### config.mk
export PLATFORM = sky130hd
export DESIGN_NAME = hmesh_regs
export DESIGN_NICKNAME = d
export VERILOG_FILES = /design/src/rtl/hmesh_pkg.sv /design/src/rtl/hmesh_regs.sv
export SDC_FILE = /design/constraint.sdc
export NUM_CORES = 1
export LEC_CHECK = 0
export BUFFER_PORTS_ARGS = -buffer_cell sky130_fd_sc_hd__buf_2
export CORE_UTILIZATION = 53
export CTS_BUF_LIST = sky130_fd_sc_hd__clkbuf_4 sky130_fd_sc_hd__clkbuf_8
export DETAILED_ROUTE_END_ITERATION = 12
export GPL_TIMING_DRIVEN = 0
export PLACE_DENSITY = 0.87
export SETUP_SLACK_MARGIN = 0.15
export SLEW_MARGIN = 20
export SYNTH_ARGS = -nofsm -noshare
export SYNTH_HDL_FRONTEND = slang
export SYNTH_SLANG_ARGS = --single-unit
### constraint.sdc
create_clock -name clk -period 2.7 [get_ports clk]
set_input_delay 0.405 -clock clk [delete_from_list [all_inputs] [get_ports clk]]
set_output_delay 0.405 -clock clk [all_outputs]
set_load 0.01 [all_outputs]
### src/rtl/hmesh_pkg.sv
// ----------------------------------------------------------------------------
// hmesh_pkg
// Shared types and constants of the heightmap mesh generator.
// ----------------------------------------------------------------------------
package hmesh_pkg;

    // Configuration port geometry: five 32-bit registers at byte offsets 4*i.
    localparam int ADDR_W = 5;
    localparam int DATA_W = 32;

    typedef enum logic [2:0]
    {
        REG_MAP_WIDTH  = 3'd0,
        REG_MAP_ROWS   = 3'd1,
        REG_MAX_HEIGHT = 3'd2,
        REG_U_STEP     = 3'd3,
        REG_V_STEP     = 3'd4
    } reg_idx_t;

    typedef struct packed
    {
        logic [10:0] map_width;
        logic [10:0] map_rows;
        logic [15:0] max_height;
        logic [16:0] u_step;
        logic [16:0] v_step;
    } cfg_t;

    localparam cfg_t CFG_RESET = '{
        map_width:  11'd1024,
        map_rows:   11'd1024,
        max_height: 16'd256,
        u_step:     17'd64,
        v_step:     17'd64
    };

    // Height arithmetic: the channel sum times max_height, divided by 3*255.
    localparam int CHAN_MAX     = 255;
    localparam int CHAN_COUNT   = 3;
    localparam int HEIGHT_DIV   = CHAN_COUNT * CHAN_MAX;
    localparam int SUM_W        = 10;
    localparam int HEIGHT_W     = 16;
    localparam int SCALED_W     = SUM_W + HEIGHT_W;
    localparam int HEIGHT_SHIFT = 36;
    localparam int RECIP_W      = 27;

    // Rounded-up reciprocal of the divisor. With a shift of 36 the error term
    // stays below one part in the divisor for every scaled value below 2^26,
    // so the truncated product is the exact floor of the quotient.
    localparam logic [63:0] RECIP_FULL =
        ((64'd1 << HEIGHT_SHIFT) + 64'(HEIGHT_DIV) - 64'd1) / 64'(HEIGHT_DIV);
    localparam logic [RECIP_W-1:0] HEIGHT_RECIP = RECIP_FULL[RECIP_W-1:0];

    localparam int TEX_W = 17;
    localparam logic [TEX_W-1:0] TEX_ONE = 17'h10000;

    localparam int POS_W = 10;

    // Corner heights of one quad.
    typedef struct packed
    {
        logic [HEIGHT_W-1:0] above_left;
        logic [HEIGHT_W-1:0] left;
        logic [HEIGHT_W-1:0] above;
        logic [HEIGHT_W-1:0] here;
    } heights_t;

endpackage

### src/rtl/hmesh_regs.sv
// ----------------------------------------------------------------------------
// hmesh_regs
// Configuration register file behind the APB-style port.
// ----------------------------------------------------------------------------
module hmesh_regs
    import hmesh_pkg::*;
(
    input  logic              clk,
    input  logic              rst_n,
    input  logic              psel,
    input  logic              penable,
    input  logic              pwrite,
    input  logic [ADDR_W-1:0] paddr,
    input  logic [DATA_W-1:0] pwdata,
    output logic [DATA_W-1:0] prdata,
    output logic              pready,
    output cfg_t              cfg
);

    cfg_t       cfg_reg;
    logic [2:0] reg_idx;
    logic       wr_en;

    assign reg_idx = paddr[ADDR_W-1:2];
    assign pready  = 1'b1;
    assign wr_en   = psel && penable && pwrite;
    assign cfg     = cfg_reg;

    always_ff @(posedge clk or negedge rst_n)
    begin
        if (!rst_n)
        begin
            cfg_reg <= CFG_RESET;
        end
        else if (wr_en)
        begin
            case (reg_idx)
                REG_MAP_WIDTH:  cfg_reg.map_width  <= pwdata[10:0];
                REG_MAP_ROWS:   cfg_reg.map_rows   <= pwdata[10:0];
                REG_MAX_HEIGHT: cfg_reg.max_height <= pwdata[15:0];
                REG_U_STEP:     cfg_reg.u_step     <= pwdata[16:0];
                REG_V_STEP:     cfg_reg.v_step     <= pwdata[16:0];
                default:        ;
            endcase
        end
    end

    always_comb
    begin
        case (reg_idx)
            REG_MAP_WIDTH:  prdata = DATA_W'(cfg_reg.map_width);
            REG_MAP_ROWS:   prdata = DATA_W'(cfg_reg.map_rows);
            REG_MAX_HEIGHT: prdata = DATA_W'(cfg_reg.max_height);
            REG_U_STEP:     prdata = DATA_W'(cfg_reg.u_step);
            REG_V_STEP:     prdata = DATA_W'(cfg_reg.v_step);
            default:        prdata = '0;
        endcase
    end

endmodule

=== Word-level counts from Yosys, hierarchy flattened ===
Cells that the tools add are included.

* Equal/unequal tests: 4
* Multiplexer cells: 1
* Reduce and logical (&&, ||, !) cells: 8

{| class="wikitable"
|+ Operator list
! operator !! count
|-
| $pmux 17 s5 || 1
|-
| $reduce_and 2->1 || 5
|-
| $eq 3x2->1 const B || 2
|-
| $eq 3x1->1 const B || 1
|-
| $eq 3x3->1 const B || 1
|-
| $logic_not 3->1 || 1
|-
| $logic_and 1x1->1 || 2
|}

* Flip-flop bits (word level): 72
* Bits of input ports: 42

=== Depth between registers and ports, before layout ===
* Word-level depth: 3
* Depth in mapped cells: 6
* Gate-level depth less buffers: 3

=== Least setup slack after synthesis ===
OpenSTA, ideal clock, no wires.

* Kind: input port to output port
* Start: input port paddr[2]
* End: output port prdata[0]
* Data arrival time: 1.547 ns
* Setup slack: 0.748 ns
* Stages: 6
* Path through: buf_2 buf_2 nor2b_1 buf_2 a22oi_1 o21ai_0

* Word-level cells in the longest chain between the ends: 2

{| class="wikitable"
|+ RTL lines
! item !! RTL line !! source
|-
| from (decl) || hmesh_regs.sv:13 || <nowiki>input logic [ADDR_W-1:0] paddr,</nowiki>
|-
| $eq 3x3->1 (tied with other cells) || hmesh_regs.sv:50 || <nowiki>case (reg_idx)</nowiki>
|-
| $pmux 17 s5 * || hmesh_regs.sv:50 ||
|-
| to (decl) || hmesh_regs.sv:15 || <nowiki>output logic [DATA_W-1:0] prdata,</nowiki>
|}

Mark *: on every way between the ends. The rest lies on a longest branch, timed or not.

=== Worst setup path in the final report ===
* Start: input port paddr[2]
* End: output port prdata[3]

The elaborated chain is that of the path after synthesis.

==> results.ini <==
[die]
coreArea_sq_um=6350
die-area_sq_um=6890
io-pin-count=147
die_w_um=83.0
dieHeight_um=83.0
num_rows=29
start_util_pct=54.7

[hold_path]
hold_path_class=in -> reg
holdPathStages=2

[sta]
final.setup.tns_ns=0
final.period_utilization_pct=89.1
finClkSkew_ns=0
period_minus_slack_ns=2.41
rsz0062_at_grt=no
finalSetupViolCount=0
tightest_slew_ns=0.549
drv_slew=0
holdWs_ns=0.316
fmax_mhz=416
finalHoldViolations=0
slew_headroom_pct=63.4

[finish]
n_antenna_cell=0
largest_reg_flops=72
synthToLayoutAreaGrowth_pct=28.5
fillers=455
nets=434
drive_gt1_share_pct=61.7

[drt]
ant_nets=0
vias=2622
routed_wl_um=8670
vias_per_cell=5.53
routedWlPerCell_um=18.3
wl_met1_um=3750
routed.top_layer=met4
drt_iter0_drc=148
dr_wl_met3_um=649
routed-wl-met2_um=4160
first_pass_iters=4
remaining_drc_errors=0

[setup_path]
rr_worst_depth=1
endpoint_kind=output port
cp-start-kind=primary input
worstPathArrival_ns=2.00
critPathRequiredTime_ns=2.30
path_max_fanout=10
worstSetupPathType=in -> out

[placed_design]
hpwl_um=5960
place_congestion=0.768
port_buffers=112

[clocking]
clock-root-buffer=clkbuf_8
cts-buffers-inserted=9
h-tree-depth=3
cts_tree=done
path_clk_slew_ns=0.08
cts.sinks=72
clock_latency_ns=0.34
cts_setup_buffers=0
clockBufferDepth=2

[logic_synthesis]
syn_inst=253
synth-seq-cells=72
syn_area_sq_um=3480
synth.distinct_cells=29
ys_seq_area_share_pct=52.0
synth_warnings=0
avgSynthCellArea_sq_um=13.7

[power_and_ir_drop]
power_density_nw_per_um2=741
power.leakage_nw=2.30
p_int_mw=2.35
p_sw_share_pct=29.0
comb_power_share_pct=24.9
ir_drop_v=0.000495
seq_power_share_pct=44.1
power_frac_clock_pct=31.0
p_switching_mw=0.960

[global_route]
grt_use_total_pct=26.1
grt_max_degree=50
grt_pass1_wl_um=13900
grt-ovfl-total=0
grt_pass1_vias=2609
antenna_found_initial=0

[status]
run_status=finished, final reports clean

[job]
drv_cap=0

path summary, 6_finish.rpt:
path	startpoint	slack, ns	endpoint
hold / removal	pwdata[16]	0.32	cfg[16]$_DFFE_PN0P_
max in group asynchronous	rst_n	1.56	cfg[60]$_DFFE_PN1P_
min in group asynchronous	rst_n	0.53	cfg[33]$_DFFE_PN0P_
setup / recovery	paddr[2]	0.29	prdata[3]
setup reg to reg	cfg[70]$_DFFE_PN0P_	1.89	cfg[70]$_DFFE_PN0P_
hold reg to reg	cfg[25]$_DFFE_PN0P_	0.53	cfg[25]$_DFFE_PN0P_
routing by layer:
| layer | global-route usage (%) | up-vias |
|---|---|---|
| met5 | 0 | - |
| met4 | 9.72 | 0 |
| met2 | 42.3 | 129 |
| met1 | 34.7 | 1304 |
| li1 | - | 1177 |
| met3 | 5.67 | 12 |
cell usage in the layout, fill, tap and decap left out:
master         netlist  layout
clkbuf_4             0       1
buf_12               1       1
buf_6                1       1
nand4b_4             1       1
a22oi_1             10      10
dfstp_2              5       5
a32oi_1             11      11
clkbuf_2             0       1
a2bb2oi_1            1       1
mux2i_1              5       5
bufinv_16            0       3
mux2_4              10      10
mux2_2              69      69
buf_2                7     118
nor2_2               1       1
clkbuf_1             5       4
o21ai_0             16      16
nand2b_1             1       1
nor3_1               1       1
or3_1                1       1
a32o_1               1       1
conb_1               2      16
buf_16               0       1
nand2_1              7       7
nor2b_1              2       2
and4_1               1       1
clkinv_4             0       1
dfrtp_1             67      67
nor3b_4              2       2
dlygate4sd3_1        0       1
clkinv_2             0       2
nor2_1               1       1
mux2_1               4       4
clkbuf_8             0       9
inv_1                1       1
buf_4               18      19
and2b_1              1       1
critical path: stages:
cell,delay [ns]
buf_2,0.18
buf_2,0.31
nor2b_1,0.21
buf_2,0.29
a22oi_1,0.14
o21ai_0,0.25
buf_2,0.20
cell usage after synthesis:
| master | n | share of area (%) |
|---|---|---|
| nand4b_4 | 1 | 0.68 |
| mux2_4 | 10 | 4.3 |
| a32o_1 | 1 | 0.29 |
| or3_1 | 1 | 0.18 |
| mux2_1 | 4 | 1.3 |
| nor2_1 | 1 | 0.11 |
| mux2i_1 | 5 | 1.4 |
| nand2b_1 | 1 | 0.18 |
| a22oi_1 | 10 | 2.2 |
| conb_1 | 2 | 0.22 |
| buf_12 | 1 | 0.58 |
| nor3b_4 | 2 | 1.1 |
| a32oi_1 | 11 | 2.8 |
| nor2_2 | 1 | 0.18 |
| buf_4 | 18 | 3.9 |
| dfrtp_1 | 67 | 48 |
| a2bb2oi_1 | 1 | 0.25 |
| nor3_1 | 1 | 0.14 |
| nor2b_1 | 2 | 0.36 |
| buf_6 | 1 | 0.32 |
| and4_1 | 1 | 0.25 |
| dfstp_2 | 5 | 3.8 |
| buf_2 | 7 | 1.0 |
| nand2_1 | 7 | 0.76 |
| mux2_2 | 69 | 22 |
| o21ai_0 | 16 | 2.3 |
| and2b_1 | 1 | 0.22 |
| clkbuf_1 | 5 | 0.54 |
| inv_1 | 1 | 0.11 |
metrics by stage:
step           setup WS, ns  std cells  total power, mW  instance area (sq um)  util, %
6_report              0.294        474             3.31                   4470     70.3
5_1_grt               0.216        474             3.46                   4470     70.3
4_1_cts               0.285        474             3.33                   4470     70.3
3_5_place_dp          0.336        457             2.30                   4220     66.4
3_3_place_gp          0.383        456             2.26                   4190     65.9
2_1_floorplan         0.748        267             1.92                   3530        -
timing repair:
item | 4_1_cts | 5_1_grt
hold buffers | 1 | 0
endpoints found under the hold margin | 21 | 0
endpoints found under the setup margin | 0 | 1
resized for setup | 0 | 2
power by group through the flow:
stage	Combinational, mW	Clock (mW)	Sequential (mW)
global placement	0.802	0	1.46
global route	0.885	1.09	1.49
detailed placement	0.827	0	1.48
CTS	0.832	1.04	1.46
finish	0.824	1.03	1.46
floorplan	0.358	0	1.56
layout make-up:
type / count / area, sq um / share of cell area, %
tap: 77 / 96.3 / 2.16
timing repair buffer: 114 / 601 / 13.4
buffer: 32 / 221 / 4.96
clock buffer: 10 / 131 / 2.94
multi-input combinational: 162 / 1500 / 33.5
inverter: 1 / 3.75 / 0.0840
sequential: 72 / 1810 / 40.5
clock inverter: 6 / 109 / 2.44
cell families after synthesis:
family                 share of synthesized area, %
AOI/OAI and AO/OA                              7.78
and+or+nand+nor                                4.14
other                                         0.216
buffers and inverters                          6.44
muxes                                          29.4
DFF                                            52.0
Note: power is estimated with default switching activity, not from simulation.
