### config.mk
export PLATFORM = sky130hd
export DESIGN_NAME = hmesh_back
export DESIGN_NICKNAME = d
export VERILOG_FILES = /design/src/rtl/hmesh_pkg.sv /design/src/rtl/hmesh_back.sv
export SDC_FILE = /design/constraint.sdc
export NUM_CORES = 1
export LEC_CHECK = 0
export BUFFER_PORTS_ARGS = -buffer_cell sky130_fd_sc_hd__buf_2
export CORE_ASPECT_RATIO = 0.5
export CORE_MARGIN = 5
export CORE_UTILIZATION = 56
export DETAILED_ROUTE_END_ITERATION = 6
export PLACE_DENSITY = 0.79
export SLEW_MARGIN = 10
export SYNTH_ARGS = -nofsm -noshare
export SYNTH_HDL_FRONTEND = slang
export SYNTH_SLANG_ARGS = --single-unit
### constraint.sdc
create_clock -name clk -period 13.4 [get_ports clk]
set_input_delay 2.01 -clock clk [delete_from_list [all_inputs] [get_ports clk]]
set_output_delay 2.01 -clock clk [all_outputs]
set_load 0.05 [all_outputs]
### src/rtl/hmesh_pkg.sv
// ----------------------------------------------------------------------------
// hmesh_pkg
// Shared types and constants of the heightmap mesh generator.
// ----------------------------------------------------------------------------
package hmesh_pkg;

    // Configuration port geometry: five 32-bit registers at byte offsets 4*i.
    localparam int ADDR_W = 5;
    localparam int DATA_W = 32;

    typedef enum logic [2:0]
    {
        REG_MAP_WIDTH  = 3'd0,
        REG_MAP_ROWS   = 3'd1,
        REG_MAX_HEIGHT = 3'd2,
        REG_U_STEP     = 3'd3,
        REG_V_STEP     = 3'd4
    } reg_idx_t;

    typedef struct packed
    {
        logic [10:0] map_width;
        logic [10:0] map_rows;
        logic [15:0] max_height;
        logic [16:0] u_step;
        logic [16:0] v_step;
    } cfg_t;

    localparam cfg_t CFG_RESET = '{
        map_width:  11'd1024,
        map_rows:   11'd1024,
        max_height: 16'd256,
        u_step:     17'd64,
        v_step:     17'd64
    };

    // Height arithmetic: the channel sum times max_height, divided by 3*255.
    localparam int CHAN_MAX     = 255;
    localparam int CHAN_COUNT   = 3;
    localparam int HEIGHT_DIV   = CHAN_COUNT * CHAN_MAX;
    localparam int SUM_W        = 10;
    localparam int HEIGHT_W     = 16;
    localparam int SCALED_W     = SUM_W + HEIGHT_W;
    localparam int HEIGHT_SHIFT = 36;
    localparam int RECIP_W      = 27;

    // Rounded-up reciprocal of the divisor. With a shift of 36 the error term
    // stays below one part in the divisor for every scaled value below 2^26,
    // so the truncated product is the exact floor of the quotient.
    localparam logic [63:0] RECIP_FULL =
        ((64'd1 << HEIGHT_SHIFT) + 64'(HEIGHT_DIV) - 64'd1) / 64'(HEIGHT_DIV);
    localparam logic [RECIP_W-1:0] HEIGHT_RECIP = RECIP_FULL[RECIP_W-1:0];

    localparam int TEX_W = 17;
    localparam logic [TEX_W-1:0] TEX_ONE = 17'h10000;

    localparam int POS_W = 10;

    // Corner heights of one quad.
    typedef struct packed
    {
        logic [HEIGHT_W-1:0] above_left;
        logic [HEIGHT_W-1:0] left;
        logic [HEIGHT_W-1:0] above;
        logic [HEIGHT_W-1:0] here;
    } heights_t;

endpackage

### src/rtl/hmesh_back.sv
// ----------------------------------------------------------------------------
// hmesh_back
// Vertex sequencer: walks the six corners of a quad, one per cycle unless
// stalled, and computes the texture coordinates into the output register.
// ----------------------------------------------------------------------------
module hmesh_back
    import hmesh_pkg::*;
#(
    parameter int MAX_WIDTH = 1024,
    parameter int MAX_ROWS  = 1024
) (
    input  logic                         clk,
    input  logic                         rst_n,
    input  cfg_t                         cfg,
    input  logic                         job_valid,
    input  logic [$clog2(MAX_WIDTH)-1:0] job_x,
    input  logic [$clog2(MAX_ROWS)-1:0]  job_z,
    input  heights_t                     job_h,
    output logic                         job_pop,
    input  logic                         pop,
    output logic                         empty,
    output logic [POS_W-1:0]             pos_x,
    output logic [HEIGHT_W-1:0]          pos_y,
    output logic [POS_W-1:0]             pos_z,
    output logic [TEX_W-1:0]             tex_u,
    output logic [TEX_W-1:0]             tex_v,
    output logic                         last_of_quad
);

    localparam int XW = $clog2(MAX_WIDTH);
    localparam int ZW = $clog2(MAX_ROWS);

    // Corner order of the two triangles of one quad.
    typedef enum logic [2:0]
    {
        CORNER_BASE     = 3'd0,
        CORNER_UP_A     = 3'd1,
        CORNER_RIGHT_A  = 3'd2,
        CORNER_RIGHT_B  = 3'd3,
        CORNER_UP_B     = 3'd4,
        CORNER_FAR      = 3'd5
    } corner_t;

    corner_t             corner_reg;
    corner_t             corner_next;
    logic                out_valid_reg;
    logic [POS_W-1:0]    pos_x_reg;
    logic [HEIGHT_W-1:0] pos_y_reg;
    logic [POS_W-1:0]    pos_z_reg;
    logic [TEX_W-1:0]    tex_u_reg;
    logic [TEX_W-1:0]    tex_v_reg;
    logic                last_reg;

    logic                  step;
    logic [XW-1:0]         vx;
    logic [ZW-1:0]         vz;
    logic [HEIGHT_W-1:0]   vh;
    logic                  vlast;
    logic [XW+TEX_W-1:0]   u_prod;
    logic [ZW+TEX_W-1:0]   v_prod;
    logic [TEX_W-1:0]      u_sat;
    logic [TEX_W-1:0]      v_sat;

    assign step    = job_valid && (!out_valid_reg || pop);
    assign job_pop = step && (corner_reg == CORNER_FAR);

    always_comb
    begin
        vx          = job_x;
        vz          = job_z;
        vh          = job_h.above_left;
        vlast       = 1'b0;
        corner_next = CORNER_BASE;
        case (corner_reg)
            CORNER_BASE:
            begin
                corner_next = CORNER_UP_A;
            end
            CORNER_UP_A:
            begin
                vz          = job_z + ZW'(1);
                vh          = job_h.left;
                corner_next = CORNER_RIGHT_A;
            end
            CORNER_RIGHT_A:
            begin
                vx          = job_x + XW'(1);
                vh          = job_h.above;
                corner_next = CORNER_RIGHT_B;
            end
            CORNER_RIGHT_B:
            begin
                vx          = job_x + XW'(1);
                vh          = job_h.above;
                corner_next = CORNER_UP_B;
            end
            CORNER_UP_B:
            begin
                vz          = job_z + ZW'(1);
                vh          = job_h.left;
                corner_next = CORNER_FAR;
            end
            CORNER_FAR:
            begin
                vx          = job_x + XW'(1);
                vz          = job_z + ZW'(1);
                vh          = job_h.here;
                vlast       = 1'b1;
                corner_next = CORNER_BASE;
            end
            default:
            begin
                corner_next = CORNER_BASE;
            end
        endcase
    end

    assign u_prod = vx * cfg.u_step;
    assign v_prod = vz * cfg.v_step;
    assign u_sat  = (u_prod > (XW+TEX_W)'(TEX_ONE)) ? TEX_ONE : u_prod[TEX_W-1:0];
    assign v_sat  = (v_prod > (ZW+TEX_W)'(TEX_ONE)) ? TEX_ONE : v_prod[TEX_W-1:0];

    always_ff @(posedge clk or negedge rst_n)
    begin
        if (!rst_n)
        begin
            corner_reg    <= CORNER_BASE;
            out_valid_reg <= 1'b0;
            pos_x_reg     <= '0;
            pos_y_reg     <= '0;
            pos_z_reg     <= '0;
            tex_u_reg     <= '0;
            tex_v_reg     <= '0;
            last_reg      <= 1'b0;
        end
        else if (step)
        begin
            corner_reg    <= corner_next;
            out_valid_reg <= 1'b1;
            pos_x_reg     <= POS_W'(vx);
            pos_y_reg     <= vh;
            pos_z_reg     <= POS_W'(vz);
            tex_u_reg     <= u_sat;
            tex_v_reg     <= v_sat;
            last_reg      <= vlast;
        end
        else if (pop)
        begin
            out_valid_reg <= 1'b0;
        end
    end

    assign empty        = !out_valid_reg;
    assign pos_x        = pos_x_reg;
    assign pos_y        = pos_y_reg;
    assign pos_z        = pos_z_reg;
    assign tex_u        = tex_u_reg;
    assign tex_v        = tex_v_reg;
    assign last_of_quad = last_reg;

endmodule

# Word level (Yosys, flattened, before mapping)
# Index checks and enable logic that the tools add are counted.
# word_totals
in_bits	160
ff_bits	75
# classes
eq_ne	5
n_mul	2
add_sub_neg	2
n_reduce_logical	10
n_mux	9
n_lt_le_gt_ge	2
# op_table
op	count
27-bit by 17-bit greater-than comparator with 1-bit output, second input constant	2
10-bit by 17-bit multiplier with 27-bit output	2
16-bit case mux with 3 select lines	1
17-bit two-way mux	2
10-bit by 1-bit adder with 10-bit output, second input constant	2
10-bit two-way mux	2
3-bit case mux with 5 select lines	1
3-bit by 2-bit == test with 1-bit output, second input constant	2
3-bit == test, second input constant	2
3-bit OR reduction	2
2-bit OR reduction	2
3-bit by 1-bit == test with 1-bit output, second input constant	1
3-bit logical NOT	1
1-bit two-way mux	3
1-bit logical AND	2
2-bit nonzero test	1
1-bit logical NOT	1
1-bit logical OR	1

# Longest topological paths before layout
# depth
ltp_word	6
ltp_mapped	31
ltp_nobuf	26

# Worst setup path after synthesis
# No wires, ideal clock.
# synth_timing
path_kind	input port to flip-flop
from	input job_z[1]
to	register tex_v_reg[10] (netlist: tex_v[10])
path_slack_ns	5.301
arrival_ns	8.016
path_stages	26
path_buffers	3
cell_sequence	nand4_1 -> xnor2_1 -> clkbuf_1 -> nand2_1 -> fa_1 -> inv_1 -> fa_1 -> inv_1 -> fa_1 -> inv_1 -> fa_1 -> inv_1 -> fa_1 -> inv_1 -> ha_1 -> buf_2 -> nand2_1 -> o2111ai_1 -> o21ba_2 -> nor4_1 -> nor4_1 -> a311oi_1 -> nand3_1 -> a2111o_1 -> buf_2 -> o21ai_0
# synth_via
elab_chain_len	5
# synth_rtl
element	line_no	source
from (decl)	hmesh_back.sv:17	input logic [$clog2(MAX_ROWS)-1:0] job_z,
10-bit by 1-bit adder with 10-bit output	hmesh_back.sv:81, hmesh_back.sv:99, hmesh_back.sv:106	
10-bit two-way mux (*)	--	
10-bit by 17-bit multiplier with 27-bit output (*)	hmesh_back.sv:119	assign v_prod = vz * cfg.v_step;
27-bit by 17-bit greater-than comparator with 1-bit output	hmesh_back.sv:121	assign v_sat = (v_prod > (ZW+TEX_W)'(TEX_ONE)) ? TEX_ONE : v_prod[TEX_W-1:0];
17-bit two-way mux (*)	hmesh_back.sv:121	
to (signal assigned)	hmesh_back.sv:144	tex_v_reg <= v_sat;
to (decl)	hmesh_back.sv:51	logic [TEX_W-1:0] tex_v_reg;
# Every way passes the cells marked *; elsewhere a longest branch is shown, timed or not.
# A chain may end at the register's enable or synchronous reset.

# Final worst setup path
# layout_timing
from	input job_z[1]
to	register tex_v_reg[13] (netlist: tex_v[13])
# The elaborated chain is that of the path after synthesis.

==> results.txt <==
----------------------------------------------------
[Yosys]
  Netlist cell types ... 78
  Seq/Total Area, Yosys ... 0.126
  Top cells by area, synth ... sky130_fd_sc_hd__fa_1 32%, sky130_fd_sc_hd__dfrtp_1 13%, sky130_fd_sc_hd__ha_1 11%, sky130_fd_sc_hd__nand2_1 8.4%, sky130_fd_sc_hd__inv_1 7.1%
  Proportion of netlist area held by the largest area contributor ... 0.316
  Share of synthesized area spent on multiplexers ... 0.00410
  Number of enable-type register cells in the synthesized netlist ... 0
  XOR/XNOR share of the synthesized area ... 0.0346
  Post-synthesis cell count ... ~1800
  Share of flip-flops with an asynchronous set or reset ... 1.00
  Synthesized area divided by synthesized cell count ... ~8.5 sq um
  Number of warning messages in the yosys log ... 0
  Yosys top cell by area ... sky130_fd_sc_hd__fa_1
  Synthesized-area fraction occupied by adder cells ... 0.421
  Area share of and/or/nand/nor cells after synthesis ... 0.209
  Primary flip-flop cell chosen by synthesis mapping ... sky130_fd_sc_hd__dfrtp_1
  Post-synth net total ... 2283
  Cell area after technology mapping ... around 0.015 sq mm
  Main combinational cell family by area after synthesis ... adder cells
  Post-synthesis register bit count ... 75
  Share of the synthesized area in compound gates (AO/OA/AOI/OAI) ... 0.110

[Critical path]
  Classification of the worst setup path ... in -> reg
  Critical path, cell by cell ... buf_2 > nand4_1 > nor3_1 > xor2_2 > and2_1 > fa_1 > inv_1 > fa_1 > fa_1 > inv_1 > fa_1 > inv_1 > fa_1 > inv_1 > ha_1 > nand2_1 > o2111ai_1 > o21ba_2 > nor4_1 > nor4_1 > a311oi_1 > nand4b_1 > a2111o_1 > o31ai_1
  Crit path max-delay cell type ... sky130_fd_sc_hd__xor2_2
  Reg2Reg Capture Point ... tex_u[13]$_DFFE_PN0P_
  Kind of cell adding the most delay to the critical path ... adder cells
  Register-to-Register Path Depth ... 24
  Critical Path Fanout Max ... 18
  Crit path depth ... 24
  Biggest cell delay along the critical path ... around 0.81 ns
  Most frequent CP cell ... sky130_fd_sc_hd__fa_1
  Crit start category ... input port
  CP bufs+invs ... 5
  Type of element capturing the critical path ... flop
  Critical path required time ... 13.63 ns
  Arrival time of the worst setup path ... just over 9 ns
  CP startpoint ... job_z[1]
  FF-to-FF Start ... corner_reg[1]$_DFFE_PN0P_
  Reg-to-reg setup timing slack ... between 4 and 5 ns

[GRT]
  GR Layer Usage met2 ... 0.438
  GRT Residual Overflow ... 0
  Fraction of met1 tracks used by global routing ... 0.342
  Via count of the first global-routing pass ... roughly 13000
  Pin count of the biggest net entering global routing ... 76
  Met3 track utilization from global routing ... 0.0244
  First-pass GRT wire length ... 63.5 mm
  Initial antenna violation count ... 0
  Global route hottest layer ... met2
  GRT Total Usage ... 0.252

[Clocking]
  Deepest level of the CTS H-tree ... 3
  Root buffer cell ... sky130_fd_sc_hd__clkbuf_16
  Number of buffers added to fix hold violations after cts ... 0
  Clock tree from TritonCTS ... yes
  Clock latency of the later-clocked register in the worst-skew pair ... between 0.3 and 0.4 ns
  Clock edge transition at the registers on the reported setup and hold paths ... approximately 0.06 ns
  Number of buffers on the longest clock path ... 2
  Num CTS Buffers ... 9
  Post-CTS Setup Bufs ... 0
  Sinks on the clock net ... 75
  Post-CTS sizing ... 0

[Placement]
  Count of buffers inserted at the top-level ports ... approximately 190
  Final RePlAce weighted congestion ... around 0.94
  Placed Instance Area ... around 0.016 sq mm
  DPL Wire Length ... between 30 and 40 mm
  Post-placement setup slack ... approximately 4.0 ns

[STA]
  Worst-Margin Slew ... about 1.1 ns
  Final worst path period share ... 0.677
  Highest achievable clock rate ... approximately 0.11 GHz
  Count of pins over their slew limit ... 0
  Remaining max-slew budget at the tightest pin ... 0.250
  Tmin final ... 9.08 ns
  Setup TNS after final layout ... 0 ns
  Count of endpoints failing setup in the final report ... 0
  Worst Setup Slack, final ... approximately 4.3 ns
  Setup Skew ... between 0.005 and 0.006 ns
  Unrepaired setup endpoints after global routing ... false
  Final-report hold violation count ... 0

[Status]
  Violations in the final reports ... design-rule violations
  Run status ... complete, but fails checks

[Finish]
  Design area ... 0.0165 sq mm
  Total number of nets in the final design ... between 2000 and 2500
  Ant diodes ... 0
  Synth-to-Final Area Change ... 10.1%
  Number of fillers in the final layout ... roughly 2300
  Multi-input logic area ... approximately 0.012 sq mm
  Register cell area after layout ... around 0.0019 sq mm
  Fraction of layout instances using a drive strength above 1 ... 0.131

[Floorplan]
  Core Area ... between 0.02 and 0.03 sq mm
  Floorplan die width ... around 240 um
  Effective utilization at floorplan ... 0.567
  Std cell rows ... 42
  Die Y ... approximately 130 um
  IO Count ... between 200 and 250
  Die Footprint ... around 0.03 sq mm

[Routing]
  Antenna violation net count after detailed routing ... 0
  Vias post-DR ... 12500
  First drt pass iteration count ... 7
  Final routed DRC violation total ... 2
  Routed length per instance ... between 15 and 20 um
  Violation count after the first detailed-route iteration ... 931
  Via-to-Cell Ratio ... roughly 5.6
  Final routed wirelength across all metal layers ... ~37 mm

[Job]
  Max_cap viols ... 0

[Worst hold path]
  Worst Hold Path EP ... pos_x[9]$_DFFE_PN0P_
  Path type of the worst min-delay path ... reg -> reg
  Count of cells along the worst hold path ... 2
  Startpoint of the tightest hold check path ... pos_x[9]$_DFFE_PN0P_

----------------------------------------------------
final cells by class:
| cell class | instances | share of cell area |
|---|---|---|
| Clock buffer | 9 | 0.0137 |
| Clock inverter | 7 | 0.00441 |
| Inverter | 284 | 0.0647 |
| Multi-Input combinational cell | 1313 | 0.709 |
| Sequential cell | 75 | 0.114 |
| Tap cell | 352 | 0.0267 |
| Timing Repair Buffer | 212 | 0.0673 |
synth_stat cells (all sizes together), types with 8 or more instances:
cell	instances
nor2	55
inv	284
a21oi	50
nand2	334
nor3	14
nor4	10
a22o	14
nand4	10
buf	41
clkbuf	48
ha	126
and3	12
xor2	20
a31oi	22
fa	236
dfrtp	75
nand3	19
o21ai	41
xnor2	37
o21a	8
a21o	21
and2	163
a221oi	20
cell families (layout without fill, tap and decap cells):
group,count (synthesis),after routing
and+or+nand+nor,653,653
buffers and inverters,373,512
adders and majority gates,362,362
AOI/OAI and AO/OA,235,235
DFF,75,75
xor gates and xnor gates,57,57
muxes,6,6
placed cells by master (no fill, tap or decap), types with 4 or more instances in the layout:
cell type	Yosys	layout
sky130_fd_sc_hd__a22o_1	14	14
sky130_fd_sc_hd__mux2i_1	5	5
sky130_fd_sc_hd__a21o_1	21	21
sky130_fd_sc_hd__ha_1	126	126
sky130_fd_sc_hd__nor4_1	9	9
sky130_fd_sc_hd__a32o_1	4	4
sky130_fd_sc_hd__dfrtp_1	75	75
sky130_fd_sc_hd__buf_2	7	193
sky130_fd_sc_hd__nor3_1	13	13
sky130_fd_sc_hd__nand2_1	334	333
sky130_fd_sc_hd__a21oi_1	50	50
sky130_fd_sc_hd__o31ai_1	7	7
sky130_fd_sc_hd__o21bai_1	5	5
sky130_fd_sc_hd__a221oi_1	19	19
sky130_fd_sc_hd__o21a_1	8	8
sky130_fd_sc_hd__or3_1	6	6
sky130_fd_sc_hd__and3_1	12	12
sky130_fd_sc_hd__nand3_1	19	19
sky130_fd_sc_hd__buf_4	2	19
sky130_fd_sc_hd__xnor2_1	37	37
sky130_fd_sc_hd__nand2b_1	6	6
sky130_fd_sc_hd__o21ai_0	37	37
sky130_fd_sc_hd__o21ai_1	4	4
sky130_fd_sc_hd__inv_1	284	284
sky130_fd_sc_hd__clkbuf_16	0	9
sky130_fd_sc_hd__nand4_1	10	10
sky130_fd_sc_hd__xor2_1	19	16
sky130_fd_sc_hd__a31oi_1	21	21
sky130_fd_sc_hd__and2_1	163	163
sky130_fd_sc_hd__a211oi_1	5	5
sky130_fd_sc_hd__nor2b_1	4	4
sky130_fd_sc_hd__nor2_1	55	55
sky130_fd_sc_hd__o211ai_1	6	6
sky130_fd_sc_hd__fa_1	236	236
through the flow:
step / std cells / hold slack (ns) / utilization
3_3_place_gp: 2236 / 0.456 / 0.613
4_1_cts: 2252 / 0.479 / 0.624
5_1_grt: 2252 / 0.497 / 0.624
3_5_place_dp: 2236 / 0.457 / 0.613
2_1_floorplan: 1761 / 0.502 / -
6_report: 2252 / 0.476 / 0.624
worst max-delay path by stage:
stage,to,slack (ns)
CTS,tex_v[14]$_DFFE_PN0P_,4.37
finish,tex_v[13]$_DFFE_PN0P_,4.32
detailed placement,tex_u[13]$_DFFE_PN0P_,4.05
global route,tex_v[0]$_DFFE_PN0P_,3.93
floorplan,tex_v[10]$_DFFE_PN0P_,5.30
global placement,tex_v[14]$_DFFE_PN0P_,4.06
tightest hold or removal path: stages (launching register included):
cell and delay (ns):
sky130_fd_sc_hd__dfrtp_1 0.34, sky130_fd_sc_hd__nand2_1 0.05, sky130_fd_sc_hd__nand2_1 0.05
layer usage:
metal  wire length [um]  vias up  share of wire
met2              18700      364           0.50
met4                858        0          0.023
li1                   -     5857              -
met1              16000     6233           0.43
met5                  0        -              0
met3               1790       59          0.048
Power is not shown: default switching activity piles up to over one toggle a cycle in this logic, so the estimate is an artifact.
