**config.mk**
```make
export PLATFORM = sky130hd
export DESIGN_NAME = hmesh_queue
export DESIGN_NICKNAME = d
export VERILOG_FILES = /design/src/rtl/hmesh_queue.sv
export SDC_FILE = /design/constraint.sdc
export NUM_CORES = 1
export LEC_CHECK = 0
export BUFFER_PORTS_ARGS = -buffer_cell sky130_fd_sc_hd__buf_2
export CAP_MARGIN = 25
export CORE_MARGIN = 2
export CORE_UTILIZATION = 44
export CTS_BUF_LIST = sky130_fd_sc_hd__clkbuf_16
export DETAILED_ROUTE_END_ITERATION = 6
export GPL_ROUTABILITY_DRIVEN = 0
export PLACE_DENSITY = 0.72
export SYNTH_ARGS = -nofsm -noshare
export SYNTH_HDL_FRONTEND = slang
export SYNTH_SLANG_ARGS = --single-unit
export TNS_END_PERCENT = 30
```
**constraint.sdc**
```tcl
create_clock -name clk -period 1.4 [get_ports clk]
set_input_delay 0.28 -clock clk [delete_from_list [all_inputs] [get_ports clk]]
set_output_delay 0.28 -clock clk [all_outputs]
set_load 0.05 [all_outputs]
```
**src/rtl/hmesh_queue.sv**
```systemverilog
// ----------------------------------------------------------------------------
// hmesh_queue
// Small FIFO of quad requests between the pixel front end and the vertex
// sequencer.
// ----------------------------------------------------------------------------
module hmesh_queue #(
    parameter int DATA_W = 8,
    parameter int DEPTH  = 2
) (
    input  logic              clk,
    input  logic              rst_n,
    input  logic              push,
    input  logic [DATA_W-1:0] wdata,
    output logic              full,
    input  logic              pop,
    output logic [DATA_W-1:0] rdata,
    output logic              empty
);

    localparam int AW = $clog2(DEPTH);
    localparam int CW = $clog2(DEPTH + 1);

    logic [DATA_W-1:0] mem_reg [DEPTH];
    logic [AW-1:0]     wptr_reg;
    logic [AW-1:0]     rptr_reg;
    logic [CW-1:0]     count_reg;
    logic              wr;
    logic              rd;

    assign full  = count_reg == CW'(DEPTH);
    assign empty = count_reg == '0;
    assign wr    = push && !full;
    assign rd    = pop && !empty;
    assign rdata = mem_reg[rptr_reg];

    always_ff @(posedge clk or negedge rst_n)
    begin
        if (!rst_n)
        begin
            wptr_reg  <= '0;
            rptr_reg  <= '0;
            count_reg <= '0;
        end
        else
        begin
            if (wr)
                wptr_reg <= (wptr_reg == AW'(DEPTH - 1)) ? '0 : wptr_reg + AW'(1);
            if (rd)
                rptr_reg <= (rptr_reg == AW'(DEPTH - 1)) ? '0 : rptr_reg + AW'(1);
            if (wr && !rd)
                count_reg <= count_reg + CW'(1);
            else if (rd && !wr)
                count_reg <= count_reg - CW'(1);
        end
    end

    always_ff @(posedge clk)
    begin
        if (wr)
        begin
            mem_reg[wptr_reg] <= wdata;
        end
    end

endmodule

```
== Yosys cells after proc, flatten, opt, wreduce, memory -nomap -nowiden ==
Memory sizes are Yosys's and may differ from the RTL's.
Index checks and enable logic that the tools add are counted.

* Register bits after elaboration: 4
* Bits in latches: 0
* Bits in writable memories: 16
* ROM bits: 0
* Input bits: 12
* Output and inout port bits: 10
* Word-level logic and storage cells: 25
* Memories: 1

{| class="wikitable"
|+ Memory list
! name !! depth !! width !! read ports !! clocked after Yosys merged registers in !! wr ports !! RTL line !! source
|-
| mem_reg || 2 || 8 || 1 || 0 || 1 || 23 || <nowiki>logic [DATA_W-1:0] mem_reg [DEPTH];</nowiki>
|}

* Add/subtract/negate cells: 4
* Multiply operators: 0
* Divide/modulo/power cells: 0
* Magnitude comparators: 0
* Equal/unequal tests: 1
* Shift-type cells: 0
* Mux-type cells: 6
* Bitwise gates (word level): 0
* Reduce and logical (&&, ||, !) cells: 10

{| class="wikitable"
|+ Operators with widths
! operator !! count
|-
| $logic_and A1 B1 Y1 || 4
|-
| $logic_not A1 Y1 || 4
|-
| $mux W1 || 4
|-
| $mux W2 || 2
|-
| $add A1 B1 Y1 const B || 2
|-
| $add A2 B1 Y2 const B || 1
|-
| $eq A2 B2 Y1 const B || 1
|-
| $logic_not A2 Y1 || 1
|-
| $reduce_bool A2 Y1 || 1
|-
| $sub A2 B1 Y2 const B || 1
|}

== Logic depth before layout (Yosys ltp) ==
Gate-level depths: netlist (run 1).

* Depth after elaboration: 7
* Mapped depth: 7
* Depth with buffers taken out: 7

== Least setup slack after synthesis (run 1) ==
OpenSTA, ideal clock, no wires.

* Path type: flip-flop to flip-flop
* Start: register count_reg[0]
* End: memory mem_reg[0][0], enable pin
* Library setup time: 0.370 ns
* Arrival time: 1.022 ns
* Data required time: 1.030 ns
* Slack: 0.008 ns
* Stages on the path, launching flop included: 4
* Path buffers: 0
* Clock period less this slack: 1.392 ns
* Cells stage by stage: dfrtp_1 nand2b_1 nand2_2 nor2_1

* Cells in the longest elaborated chain, start to end: 5

{| class="wikitable"
|+ Ends and longest elaborated chain
! item !! RTL line !! source
|-
| start: declaration || 26 || <nowiki>logic [CW-1:0] count_reg;</nowiki>
|-
| start signal: assignment || 51 || <nowiki>count_reg <= count_reg + CW'(1);</nowiki>
|-
| start signal: assignment || 53 || <nowiki>count_reg <= count_reg - CW'(1);</nowiki>
|-
| $eq A2 B2 Y1 || 30 || <nowiki>assign full = count_reg == CW'(DEPTH);</nowiki>
|-
| $logic_not A1 Y1 || 32 || <nowiki>assign wr = push && !full;</nowiki>
|-
| $logic_and A1 B1 Y1 || 32 ||
|-
| $mux W1 || 59 || <nowiki>if (wr)</nowiki>
|-
| $mux W1 (implied by the code) || 61 || <nowiki>mem_reg[wptr_reg] <= wdata;</nowiki>
|-
| end: declaration || 23 ||
|}

Every way passes these cells.

== Final worst setup path (run 1) ==
* Start: register rptr_reg
* End: output port rdata[4]

* Cells in the longest elaborated chain, start to end: 1

{| class="wikitable"
|+ Ends and longest elaborated chain
! item !! RTL line !! source
|-
| start: declaration || 25 || <nowiki>logic [AW-1:0] rptr_reg;</nowiki>
|-
| start signal: assignment || 49 || <nowiki>rptr_reg <= (rptr_reg == AW'(DEPTH - 1)) ? '0 : rptr_reg + AW'(1);</nowiki>
|-
| $mem_v2 Z2 W8 || -- ||
|-
| end: declaration || 16 || <nowiki>output logic [DATA_W-1:0] rdata,</nowiki>
|}

Every way passes these cells.

==> flow_summary.json, run 1 <==
{
  "status": "complete, but fails checks",
  "failed_checks": "setup timing",
  "crit_top_cell": "buf_6",
  "max_freq_ghz": 0.645,
  "required_ns": 1.12,
  "synth_top_area_share_pct": 61.4,
  "period_needed_ns": 1.55,
  "syn_area_per_cell_um2": 17.8,
  "drc": 0,
  "syn_inst": 44,
  "path_class": "reg -> out",
  "grt_pass1_vias": 458,
  "end_kind": "primary output",
  "clock_tree.root_cell": "clkbuf_16",
  "setup_viol": 8,
  "slew_headroom_pct": 75.0,
  "port_buffers": 21,
  "numCtsBuffers": 3,
  "routed_wl_um": 1270,
  "grt_max_degree": 12,
  "rows": 15,
  "timing.final.crit_share_pct": 111,
  "htreeDepth": 1,
  "dr.pass1.iters": 3,
  "syn-num-nets": 57,
  "critPathCapture": "rdata[4]",
  "path_clk_slew_ns": 0.05,
  "tightest_slew_ns": 0.374,
  "reg2regPathDepth": 6,
  "timing.reg2reg.setup_slack_ns": 0.04,
  "grt_pass1_wl_um": 1920,
  "num_io_pins": 22,
  "power.total_mw": 3.04,
  "fin_tns_setup_ns": -1.15,
  "fill_cells": 123,
  "met1_usage_pct": 14.4,
  "report.final.slew_viol_count": 0,
  "grt_overflow_total": 0,
  "crit_chain": "buf_6 -> mux2_4 -> buf_6",
  "detail_route.iter0.violations": 2,
  "multiInputGateArea_um2": 219,
  "finalHoldViolCount": 0,
  "cts_tree": "done",
  "r2r_start": "count_reg[0]",
  "synth_area_leaders": "edfxtp_1, dfrtp_1, mux2_1",
  "via_count": 463,
  "grt_setup_unrepaired": "true",
  "syn_area_um2": 782,
  "area_growth_pct": 48.0,
  "clockBufferDepth": 2,
  "dp_hpwl_um": 847,
  "ys_seq_area_share_pct": 74.2,
  "antenna_found_initial": 0,
  "antenna_left": 0,
  "clock_sinks": 20,
  "final_core_util_pct": 68.5,
  "crit_start": "rptr_reg",
  "track_usage_pct": 14.3,
  "use_met3_pct": 5.49,
  "synth_seq_cells": 20,
  "vias_per_cell": 4.87,
  "peakVddDrop_uv": 1630,
  "rr_endpoint": "count_reg[1]",
  "wl_per_cell_um": 13.3,
  "place_inst": 86,
  "netlist-cell-type-count": 15,
  "grt_util_met2_pct": 21.9,
  "fin_nets": 92,
  "critPathMaxFanout": 4,
  "slowest_stage": "dfrtp_2",
  "min_path_type": "in -> reg",
  "top_usage_layer": "met2",
  "worstPathArrival_ns": 1.27,
  "p_leak_nw": 0.512,
  "largest_reg_flops": 16,
  "drive_above_1_share_pct": 57.7,
  "clock_latency_ns": 0.25,
  "yosys_warnings": 0,
  "yosys.area.top_type": "edfxtp_1",
  "die_h_um": 46.2,
  "antenna_cells": 0,
  "critPathLaunchType": "flop",
  "cpPeakStageDelay_ns": 0.43,
  "dieWidth_um": 46.2,
  "timing.hold.ws_ns": 0.214,
  "core-area_um2": 1690,
  "fin_cells": 95,
  "power_density_nw_per_um2": 2630,
  "maxCapViolCount": 0,
  "die-area_um2": 2130,
  "initial_core_util_pct": 46.3,
  "fin_skew_ns": 0.00351,
  "setup_slack_ns": -0.151,
  "regArea_um2": 582
}
[metal layers]
| metal | share of wire, % | vias to the layer above |
|---|---|---|
| met1 | 37 | 218 |
| met3 | 5.9 | 4 |
| met4 | 4.6 | 0 |
| li1 | - | 227 |
| met2 | 52 | 14 |
| met5 | 0 | - |
[worst min-delay path by stage]
| stage | from | to | slack [ns] | cells past startpoint |
|---|---|---|---|---|
| 2_1_floorplan | rst_n | count_reg[0] | -0.02 | 0 |
| 3_3_place_gp | rst_n | count_reg[1] | 0.09 | 1 |
| 3_5_place_dp | rst_n | count_reg[1] | 0.09 | 1 |
| 4_1_cts | wdata[7] | mem_reg[1][7] | 0.21 | 1 |
| 5_1_grt | wdata[4] | mem_reg[1][4] | 0.21 | 1 |
| 6_report | wdata[7] | mem_reg[1][7] | 0.21 | 1 |
[layout make-up]
type	count	area share (%)
inverter	2	0.649
multi-input combinational	21	18.9
clock inverter	1	0.324
sequential	20	50.3
tap	17	1.84
clock buffer	3	6.49
timing repair buffer	31	21.5
[power by group]
part | switching, mW | internal [mW] | total (mW)
sequential | 0.0955 | 0.838 | 0.933
clock | 0.198 | 0.380 | 0.578
combinational | 0.825 | 0.706 | 1.53
total | 1.12 | 1.92 | 3.04
[cells in the mapped netlist]
cell type,number
xnor2_2,1
xor2_1,2
xnor2_1,2
mux2_2,2
nand2b_1,1
nand2_2,1
edfxtp_1,16
mux2_1,6
buf_2,1
ha_1,1
dfrtp_1,4
nor2_1,3
inv_1,2
o21ai_1,1
and3_1,1
[cell usage in the layout (no fill, tap or decap)]
master	netlist	final
and3_1	1	1
nand2_2	1	1
o21ai_1	1	1
ha_1	1	1
dlygate4sd3_1	0	1
nand2b_4	0	1
dfrtp_1	4	3
buf_4	0	9
edfxtp_1	16	16
nor2_1	3	3
inv_1	2	2
buf_6	0	9
dfrtp_2	0	1
xnor2_1	2	2
clkbuf_16	0	3
clkinv_1	0	1
mux2_4	0	6
xor2_1	2	2
mux2_2	2	2
buf_8	0	1
buf_2	1	11
xnor2_2	1	1
[repair_timing]
action,CTS,global route
setup buffers,4,0
hold buffers,1,0
gates resized for setup,30,1
hold endpoints to repair,4,0
pin swaps,0,1
endpoints found under the setup margin,10,9
gates cloned,0,0
[metrics by stage]
stage,setup slack [ns],area (µm²)
floorplan,0.00785,782
global placement,-0.00137,941
global route,-0.184,1160
finish,-0.151,1160
CTS,-0.154,1150
detailed placement,-0.0104,941
[logic make-up (layout without fill, tap and decap cells)]
family                     Yosys count  in the layout  synth area share, %
DFF                                 20             20                 74.2
muxes                                8              8                 11.5
and+or+nand+nor                      6              6                 3.84
xor gates and xnor gates             5              5                 6.56
buffers and inverters                3             37                 1.60
adders and majority gates            1              1                 1.60
AOI/OAI and AO/OA                    1              1                0.639
[worst max-delay path, delay by kind of cell, from the launching register on]
kind / cells / cell delay, ns
flops: 1 / 0.43
mux: 1 / 0.30
buf+inv: 2 / 0.29
Power figures use the tool's default switching activity.
==> run 2, diff against run 1 <==
SETUP_SLACK_MARGIN = 0.5   (was default)
==> flow_summary.json, run 2 (synthesized netlist as in run 1, its figures left out) <==
{
  "die-area_um2": 2130,
  "fin_skew_ns": 0.00259,
  "final_common_cell": "edfxtp_1",
  "worstPathArrival_ns": 1.28,
  "routed_wl_um": 1550,
  "clock_latency_ns": 0.25,
  "grt_pass1_wl_um": 2170,
  "sw_frac_of_total_pct": 37.4,
  "p_switching_mw": 1.24,
  "wl_per_cell_um": 16.0,
  "path_clk_slew_ns": 0.05,
  "vias_per_cell": 5.02,
  "seq_power_share_pct": 29.2,
  "core-area_um2": 1690,
  "finalHoldViolCount": 0,
  "grt_setup_unrepaired": "true",
  "setup_slack_ns": -0.158,
  "critPathMaxFanout": 4,
  "grt_overflow_total": 0,
  "max_freq_ghz": 0.642,
  "timing.reg2reg.setup_slack_ns": 0.02,
  "peakVddDrop_uv": 1520,
  "timing.final.crit_share_pct": 111,
  "die_h_um": 46.2,
  "regArea_um2": 583,
  "critPathLaunchType": "flop",
  "grt_pass1_vias": 507,
  "fill_cells": 120,
  "clock_tree.root_cell": "clkbuf_16",
  "dieWidth_um": 46.2,
  "initial_core_util_pct": 46.3,
  "fin_tns_setup_ns": -1.19,
  "cts_tree": "done",
  "fin_cells": 97,
  "place_inst": 85,
  "dp_hpwl_um": 822,
  "internal_power_mw": 2.07,
  "antenna_cells": 0,
  "antenna_left": 0,
  "track_usage_pct": 15.9,
  "maxCapViolCount": 0,
  "multiInputGateArea_um2": 263,
  "tightest_slew_ns": 0.193,
  "slew_headroom_pct": 87.1,
  "largest_reg_flops": 16,
  "fin_nets": 94,
  "period_needed_ns": 1.56,
  "area_growth_pct": 59.4,
  "status": "complete, but fails checks",
  "rows": 15,
  "htreeDepth": 1,
  "num_io_pins": 22,
  "power_density_nw_per_um2": 2660,
  "via_count": 487,
  "grt_max_degree": 12,
  "setup_viol": 8,
  "drive_above_1_share_pct": 68.8,
  "drc": 0,
  "failed_checks": "setup timing",
  "pre_cts_ws_ns": -0.0177,
  "p_comb_share_pct": 53.5,
  "most-common-layout-cells": "edfxtp_1, buf_6, buf_2, mux2_4, buf_4",
  "dr.pass1.iters": 2,
  "port_buffers": 21,
  "required_ns": 1.12,
  "detail_route.iter0.violations": 2,
  "pwr-share-clk_pct": 17.3,
  "path_class": "reg -> out",
  "antenna_found_initial": 0,
  "p_leak_nw": 0.533,
  "end_kind": "primary output",
  "clock_sinks": 20,
  "power.total_mw": 3.31,
  "numCtsBuffers": 3,
  "clockBufferDepth": 2,
  "report.final.slew_viol_count": 0,
  "min_path_type": "in -> reg"
}
-- run 2: layer usage --
metal  track usage (%)  share of wire [%]  vias to the layer above
met1              15.9                 39                      241
met2              28.6                 56                       13
met3              2.75                2.8                        2
li1                  -                  -                      231
met5                 0                  0                        -
met4              12.0                1.6                        0
-- run 2: final cells by class --
type	count	share of cell area [%]
sequential	20	46.8
timing repair buffer	33	23.3
multi-input combinational	21	21.1
clock buffer	3	6.02
tap	17	1.71
inverter	2	0.803
clock inverter	1	0.301
-- run 2: repair_timing --
action | CTS | global route
endpoints found under the setup margin | 29 | 30
pin swaps | 7 | 6
resized for setup | 39 | 6
hold endpoints to repair | 4 | 0
setup buffers | 4 | 3
cloned | 0 | 0
hold buffers | 1 | 0
-- run 2: power by group through the flow --
stage | logic (mW) | clock network (mW) | registers, mW
floorplan | 0.915 | 0 | 0.922
global placement | 1.11 | 0 | 0.974
detailed placement | 1.14 | 0 | 0.980
CTS | 1.65 | 0.573 | 0.954
global route | 1.85 | 0.595 | 0.981
finish | 1.77 | 0.572 | 0.966
-- run 2: path summary, 6_finish.rpt --
path	cells after the start	end	startpoint
max	3	rdata[2]	rptr_reg
min	1	mem_reg[0][7]	wdata[7]
max reg2reg	6	count_reg[1]	count_reg[0]
min reg2reg	1	wptr_reg	wptr_reg
max in group asynchronous	2	count_reg[1]	rst_n
min in group asynchronous	2	count_reg[0]	rst_n
-- run 2: critical path, stage by stage (launching register included) --
cell     delay (ns)
dfrtp_2        0.40
buf_6          0.13
mux2_2         0.34
buf_6          0.16
-- run 2: metrics by stage --
stage                     instance area (µm²)  util (%)  hold slack, ns
after CTS                                1200      70.9           0.216
after detailed placement                  953      56.4          0.0937
after global routing                     1250      73.8           0.218
after floorplan                           802         -         -0.0156
after global placement                    953      56.4          0.0897
final                                    1250      73.8           0.220
==> run 3, diff against run 2 <==
==> constraint.sdc (replaced) <==
create_clock -name clk -period 1.4 [get_ports clk]
set_input_delay 0.21 -clock clk [delete_from_list [all_inputs] [get_ports clk]]
set_output_delay 0.21 -clock clk [all_outputs]
set_load 0.05 [all_outputs]
==> flow_summary.json, run 3 (synthesized netlist as in run 1, its figures left out) <==
{
  "status": "complete, but fails checks",
  "failed_checks": "setup timing",
  "dp_hpwl_um": 879,
  "rows": 15,
  "track_usage_pct": 15.9,
  "clock_latency_ns": 0.25,
  "place_area_um2": 943,
  "critPathCapture": "rdata[3]",
  "crit_chain": "buf_6 -> mux2_4 -> buf_8",
  "timing.reg2reg.setup_slack_ns": 0.01,
  "setup_slack_ns": -0.0782,
  "largest_reg_flops": 16,
  "r2r_start": "count_reg[0]",
  "clock_tree.root_cell": "clkbuf_16",
  "p_leak_nw": 0.535,
  "path_clk_slew_ns": 0.05,
  "fill_cells": 120,
  "clock_sinks": 20,
  "initial_core_util_pct": 46.3,
  "path_class": "reg -> out",
  "wl_per_cell_um": 15.9,
  "critPathMaxFanout": 4,
  "max_freq_ghz": 0.676,
  "pre_cts_ws_ns": 0.0314,
  "timing.final.crit_share_pct": 106,
  "vias_per_cell": 5.07,
  "most-common-layout-cells": "edfxtp_1, buf_2, buf_6, buf_4, mux2_4",
  "rr_endpoint": "count_reg[1]",
  "detail_route.iter0.violations": 2,
  "grt_setup_unrepaired": "true",
  "core-area_um2": 1690,
  "power_density_nw_per_um2": 2660,
  "report.final.slew_viol_count": 0,
  "peakVddDrop_uv": 1760,
  "htreeDepth": 1,
  "dr.pass1.iters": 4,
  "routed_wl_um": 1540,
  "grt_overflow_total": 0,
  "via_count": 492,
  "min_path_type": "in -> reg",
  "crit_start": "rptr_reg",
  "drc": 0,
  "multiInputGateArea_um2": 270,
  "slowest_stage": "dfrtp_2",
  "fin_skew_ns": 0.00372,
  "stdcell_area_um2": 1250,
  "regArea_um2": 583,
  "tightest_slew_ns": 0.218,
  "grt_max_degree": 12,
  "antenna_cells": 0,
  "die-area_um2": 2130,
  "fin_nets": 94,
  "port_buffers": 21,
  "finalHoldViolCount": 0,
  "power.total_mw": 3.33,
  "worstHoldStart": "wdata[7]",
  "required_ns": 1.19,
  "dieWidth_um": 46.2,
  "antenna_left": 0,
  "slew_headroom_pct": 85.4,
  "final_common_cell": "edfxtp_1",
  "die_h_um": 46.2,
  "cts_tree": "done",
  "drive_above_1_share_pct": 70.0,
  "grt_pass1_vias": 511,
  "clockBufferDepth": 2,
  "maxCapViolCount": 0,
  "critPathLaunchType": "flop",
  "worstPathArrival_ns": 1.27,
  "cpPeakStageDelay_ns": 0.42,
  "grt_pass1_wl_um": 2260,
  "area_growth_pct": 60.3,
  "end_kind": "primary output",
  "antenna_found_initial": 0,
  "period_needed_ns": 1.48,
  "reg2regPathDepth": 6,
  "setup_viol": 8,
  "num_io_pins": 22,
  "numCtsBuffers": 3
}
run 3: changes by cell type in the layout (fill, tap and decap cells not counted), sizes merged:
cell	delta
inv	-1
clkinv	+1
run 3: area by class of cell:
cell class | instances | area share [%]
Clock buffer | 3 | 5.99
Timing Repair Buffer | 33 | 23.2
Tap cell | 17 | 1.70
Clock inverter | 1 | 0.299
Inverter | 2 | 0.798
Multi-Input combinational cell | 21 | 21.6
Sequential cell | 20 | 46.5
run 3: per-stage QoR:
stage / TNS (ns) / cells / hold slack (ns) / utilization [%]
6_report: -0.487 / 97 / 0.151 / 74.2
5_1_grt: -0.747 / 97 / 0.146 / 74.2
4_1_cts: -0.475 / 93 / 0.146 / 71.7
3_5_place_dp: 0 / 84 / 0.0228 / 55.9
3_3_place_gp: 0 / 84 / 0.0202 / 55.9
2_1_floorplan: 0 / 44 / -0.0856 / -
run 3: routing by layer:
layer	GRT usage (%)	part of all wire [%]
met4	8.57	1.2
met3	1.96	2.6
met5	0	0
met1	17.1	38
met2	29.7	58
run 3: worst min-delay path by stage:
| stage | slack (ns) | cells after the start | end |
|---|---|---|---|
| CTS | 0.15 | 1 | mem_reg[0][7] |
| floorplan | -0.09 | 0 | count_reg[0] |
| finish | 0.15 | 1 | mem_reg[0][7] |
| global placement | 0.02 | 1 | wptr_reg |
| global route | 0.15 | 1 | mem_reg[1][7] |
| detailed placement | 0.02 | 1 | count_reg[1] |
run 3: timing repair:
action	4_1_cts	5_1_grt
hold buffers	1	0
setup endpoints to repair	29	30
pin swaps	5	4
hold endpoints to repair	4	0
gates resized for setup	45	2
setup buffers	4	4
run 3: worst max-delay path, delay by kind of cell, from the launching register on:
family	cells	cell delay, ns
buf+inv	2	0.29
flops	1	0.42
mux	1	0.31
run 3: where the power goes:
| group | switching, mW | internal [mW] | total, mW |
|---|---|---|---|
| Clock | 0.192 | 0.379 | 0.571 |
| Combinational | 0.924 | 0.870 | 1.79 |
| Sequential | 0.125 | 0.840 | 0.965 |
| Total | 1.24 | 2.09 | 3.33 |
